<file path="src/hw/rtl/dcs_pkg.sv">
// Package with shared types and constants of the discrete CDF sampler.
package dcs_pkg;
	localparam logic [1:0] CMD_CLEAR     = 2'd0;
	localparam logic [1:0] CMD_APPEND    = 2'd1;
	localparam logic [1:0] CMD_NORMALIZE = 2'd2;
	localparam logic [1:0] CMD_SAMPLE    = 2'd3;
	localparam logic [1:0] ST_OK    = 2'd0;
	localparam logic [1:0] ST_FULL  = 2'd1;
	localparam logic [1:0] ST_EMPTY = 2'd2;
	localparam int TABLE_BITS = 34;
	localparam int SAMPLE_BITS = 25;
	typedef logic [TABLE_BITS-1:0] entry_t;
	typedef struct packed {
		logic   start;
		entry_t num;
		entry_t den;
	} div_req_t;
	typedef struct packed {
		logic   done;
		entry_t quo;
	} div_rsp_t;
endpackage

</file>
<file path="src/hw/rtl/dcs_divider.sv">
// Bit-serial divider computing floor(num * 2^FRAC / den) for num <= den.
module dcs_divider #(
	parameter int FRAC = 24
) (
	input  logic              clk,
	input  logic              arst_n,
	input  dcs_pkg::div_req_t req,
	output dcs_pkg::div_rsp_t rsp
);
	localparam int CW = $clog2(FRAC + 2);
	localparam int RW = dcs_pkg::TABLE_BITS + 1;
	logic [RW-1:0] rem_q;
	logic [dcs_pkg::TABLE_BITS-1:0] den_q, quo_q;
	logic [CW-1:0] cnt_q;
	logic run_q, done_q;
	logic [RW-1:0] sh;
	assign sh = {rem_q[RW-2:0], 1'b0};

	always_ff @(posedge clk or negedge arst_n) begin
		if (!arst_n) begin
			run_q <= 1'b0;
			done_q <= 1'b0;
			cnt_q <= '0;
		end else begin
			done_q <= 1'b0;
			if (req.start) begin
				run_q <= 1'b1;
				cnt_q <= '0;
			end else if (run_q) begin
				if (cnt_q == CW'(FRAC - 1)) begin
					run_q <= 1'b0;
					done_q <= 1'b1;
				end
				cnt_q <= cnt_q + 1'b1;
			end
		end
	end

	always_ff @(posedge clk) begin
		if (req.start) begin
			den_q <= req.den;
			if (req.num >= req.den) begin
				quo_q <= dcs_pkg::TABLE_BITS'(1);
				rem_q <= {1'b0, req.num - req.den};
			end else begin
				quo_q <= '0;
				rem_q <= {1'b0, req.num};
			end
		end else if (run_q) begin
			if (sh >= {1'b0, den_q}) begin
				rem_q <= sh - {1'b0, den_q};
				quo_q <= {quo_q[dcs_pkg::TABLE_BITS-2:0], 1'b1};
			end else begin
				rem_q <= sh;
				quo_q <= {quo_q[dcs_pkg::TABLE_BITS-2:0], 1'b0};
			end
		end
	end

	assign rsp.done = done_q;
	assign rsp.quo = quo_q;
endmodule

</file>
<file path="config.mk">
export PLATFORM = sky130hd
export DESIGN_NAME = dcs_divider
export DESIGN_NICKNAME = d
export VERILOG_FILES = /design/src/hw/rtl/dcs_pkg.sv /design/src/hw/rtl/dcs_divider.sv
export SDC_FILE = /design/constraint.sdc
export NUM_CORES = 1
export LEC_CHECK = 0
export BUFFER_PORTS_ARGS = -buffer_cell sky130_fd_sc_hd__buf_4
export CAP_MARGIN = 20
export CORE_MARGIN = 2
export CORE_UTILIZATION = 60
export CTS_CLUSTER_SIZE = 12
export DETAILED_ROUTE_END_ITERATION = 16
export PLACE_DENSITY_LB_ADDON = 0.15
export SLEW_MARGIN = 20
export SYNTH_ARGS = -nofsm -noshare
export SYNTH_HDL_FRONTEND = slang
export SYNTH_SLANG_ARGS = --single-unit
</file>
<file path="constraint.sdc">
create_clock -name clk -period 3.7 [get_ports clk]
set_clock_uncertainty 0.15 [all_clocks]
set_input_delay 0.555 -clock clk [delete_from_list [all_inputs] [get_ports clk]]
set_output_delay 0.555 -clock clk [all_outputs]
set_load 0.03 [all_outputs]
</file>
==> run_results.csv <==
group,metric,value,unit
global_routing,grt_overflow,0,
synthesis,seq_area_frac_synth,0.372,
finish,nFillCells,1159,
run,drv_cap,0,
worst_setup_path,end_kind,"flop",
sta,worst_pin_slew,913,ps
floorplan,start_util,0.605,
sta,slew_violations,0,
synthesis,synth.most_common_cell,"edfxtp_1",
placement,routabilityCongestion,0.968,
worst_setup_path,arrival,3350,ps
finish,drive_gt1_frac,0.170,
clock_tree,cts_buffers,9,
placement,dp_cells,1211,
worst_setup_path,crit_fanout,8,
detailed_routing,num_vias,7537,
worst_setup_path,startpoint_type,"flop",
synthesis,synth_top_area_share,0.352,
detailed_routing,drtIter0Drc,771,
power,leakagePower,0.00448,uW
synthesis,synthAdderAreaFrac,0.104,
power,powerDensity,635,nW/um^2
synthesis,syn_nets,1070,
synthesis,netlist_area,8700,um^2
sta,slew_headroom,0.391,
synthesis,avgSynthCellArea,9.37,um^2
finish,register_area,3240,um^2
synthesis,ys.flop_type,"edfxtp_1",
synthesis,synthTopCellsByCount,"edfxtp_1, a21oi_1, inv_1",
floorplan,rows,44,
status,outcome,"complete, no violations",
finish,final_util,0.704,
floorplan,die_h,124,um
finish,antenna_cells,0,
power,ir_drop,0.353,mV
clock_tree,htree_num_levels,3,
synthesis,ys_async_sr_fraction,0.0642,
synthesis,yosysTopAreaCell,"edfxtp_1",
sta,period_minus_slack,3430,ps
synthesis,synth_top_family_by_area,"compound AO/OA/AOI/OAI gates",
detailed_routing,ant_nets,0,
clock_tree,clk_latency,360,ps
synthesis,synthCells,928,
clock_tree,cts_tree,"done",
clock_tree,cts_root_buf,"clkbuf_16",
floorplan,die-area,15500,um^2
placement,hpwl,17600,um
detailed_routing,firstDrtPassIters,5,
synthesis,yosysWarnings,0,
clock_tree,cts_num_sinks,109,
detailed_routing,viasPerCell,6.14,
sta,timing.final.crit_share,0.927,
synthesis,synth_area_leaders,"edfxtp_1, ha_1, a21oi_1",
sta,setup_viol,0,
global_routing,grt_pass1_wl,36700,um
global_routing,grt_max_degree,69,
detailed_routing,wirelength,22700,um
synthesis,synth_edf_count,102,
floorplan,num_io_pins,106,
sta,rsz0062_at_grt,"false",
finish,finalNetCount,1181,
floorplan,dieWidth,124,um
synthesis,synth_compound_area_frac,0.217,
clock_tree,cts_buffer_depth,2,
worst_setup_path,worstPathRequired,3620,ps
synthesis,synth.area.mux_share,0.0342,
sta,max_clock_freq,0.292,GHz
worst_setup_path,worstSetupPathType,"flop to flop",
worst_hold_path,hp-class,"primary input to flop",
floorplan,core_area,14400,um^2
global_routing,grt_usage,0.293,
global_routing,antenna_found_initial,0,
finish,multi_input_area,4960,um^2
synthesis,synthSimpleGateAreaFrac,0.161,
sta,hold_viol,0,
placement,io_buffers,105,
finish,syn_to_final_growth,16.4,%
finish,final_cells,1228,
synthesis,yosys.area_share.xor_xnor,0.0524,
detailed_routing,routedWlPerCell,18.5,um
sta,fin_setup_tns,0,ps
detailed_routing,drc,0,
clock_tree,cts.clk_slew.worst_paths,80,ps
global_routing,grt_pass1_vias,7113,
synthesis,ys_types,83,
synthesis,yosys_register_bits,109,
==> stage by stage <==
step	worst slack, ps	cell area, um^2	power [uW]	hold slack [ps]
after global routing	99.7	10100	6850	218
after CTS	250	10100	6340	225
after detailed placement	26.7	9780	5270	221
after floorplan	396	8700	4330	109
final	270	10100	6420	226
after global placement	108	9780	5220	221
==> cell usage in the layout (no fill, tap or decap), types with 6 or more instances in the layout <==
cell	Yosys	final
buf_4	5	127
edfxtp_1	102	102
a21oi_1	88	88
inv_1	87	87
ha_1	69	69
nor2_1	67	67
nand2_1	64	64
o21ai_0	36	36
nor2b_1	36	36
xnor2_1	28	28
mux2i_1	26	26
a21o_1	24	24
xor2_1	24	24
a211oi_1	24	23
nand3_1	18	18
a31oi_1	18	18
nand4_1	14	14
nor3_1	14	14
or3_1	12	12
and3_1	10	10
o21a_1	10	10
clkbuf_16	0	9
o21bai_1	8	8
dfrtp_1	7	7
o311ai_0	6	6
==> per-layer routing <==
metal / global-route usage / wire (um) / share of wire / vias up
met1: 0.444 / 10600 / 0.47 / 3472
li1: - / - / - / 3663
met3: 0.0627 / 2040 / 0.090 / 49
met5: 0 / 0 / 0 / -
met4: 0.0886 / 627 / 0.028 / 0
met2: 0.422 / 9390 / 0.41 / 353
==> cells by family (layout without fill, tap and decap cells) <==
family                   Yosys count  in the layout
AO/OA/AOI/OAI                    275            275
AND/OR/NAND/NOR                  273            273
buffers and inverters            119            235
flip-flops                       109            109
adder cells (fa/ha/maj)           71             71
XOR/XNOR                          52             52
multiplexers                      29             29
==> cell type report <==
type / instances / area share
multi-input cells: 700 / 0.490
clock inverters: 7 / 0.00964
well taps: 184 / 0.0227
flip-flops and latches: 109 / 0.320
clock buffers: 9 / 0.0222
inverters: 87 / 0.0323
repair buffers: 132 / 0.103
==> state kept, by name, summed over array words and instances, names as in the netlist <==
name,cells
cnt_q,5
den_q,34
done_q,1
quo_q,34
rem_q,34
run_q,1
==> power breakdown <==
part           switching [uW]  internal (uW)  leakage, uW
clock                     464            596     0.000152
combinational            2070           1480      0.00313
sequential                152           1660      0.00119
==> critical path, stage by stage, from the launching register on <==
cell,delay (ps)
edfxtp_1,440
ha_1,400
nand4_1,160
a211oi_1,360
o211ai_1,180
a21o_1,300
a21o_1,210
a211oi_1,360
o21ai_0,140
a31oi_1,350
a311oi_2,80
==> repair_timing <==
item / in CTS / in global routing
endpoints found under the hold margin: 7 / 0
setup endpoints to repair: 0 / 1
buffers inserted: 0 / 0
resized for setup: 0 / 1
hold buffers: 1 / 0
==> final timing paths <==
path                          start   endpoint  slack, ps  cells past startpoint
max                        rem_q[7]  rem_q[33]        270                     10
max in group asynchronous    arst_n      run_q       2900                      2
min in group asynchronous    arst_n   cnt_q[4]        380                      2
min reg2reg                cnt_q[4]   cnt_q[4]        410                      2
max reg2reg                rem_q[7]  rem_q[33]        270                     10
min                          req[7]   den_q[7]        230                      1
(Power assumes the default switching activity.)
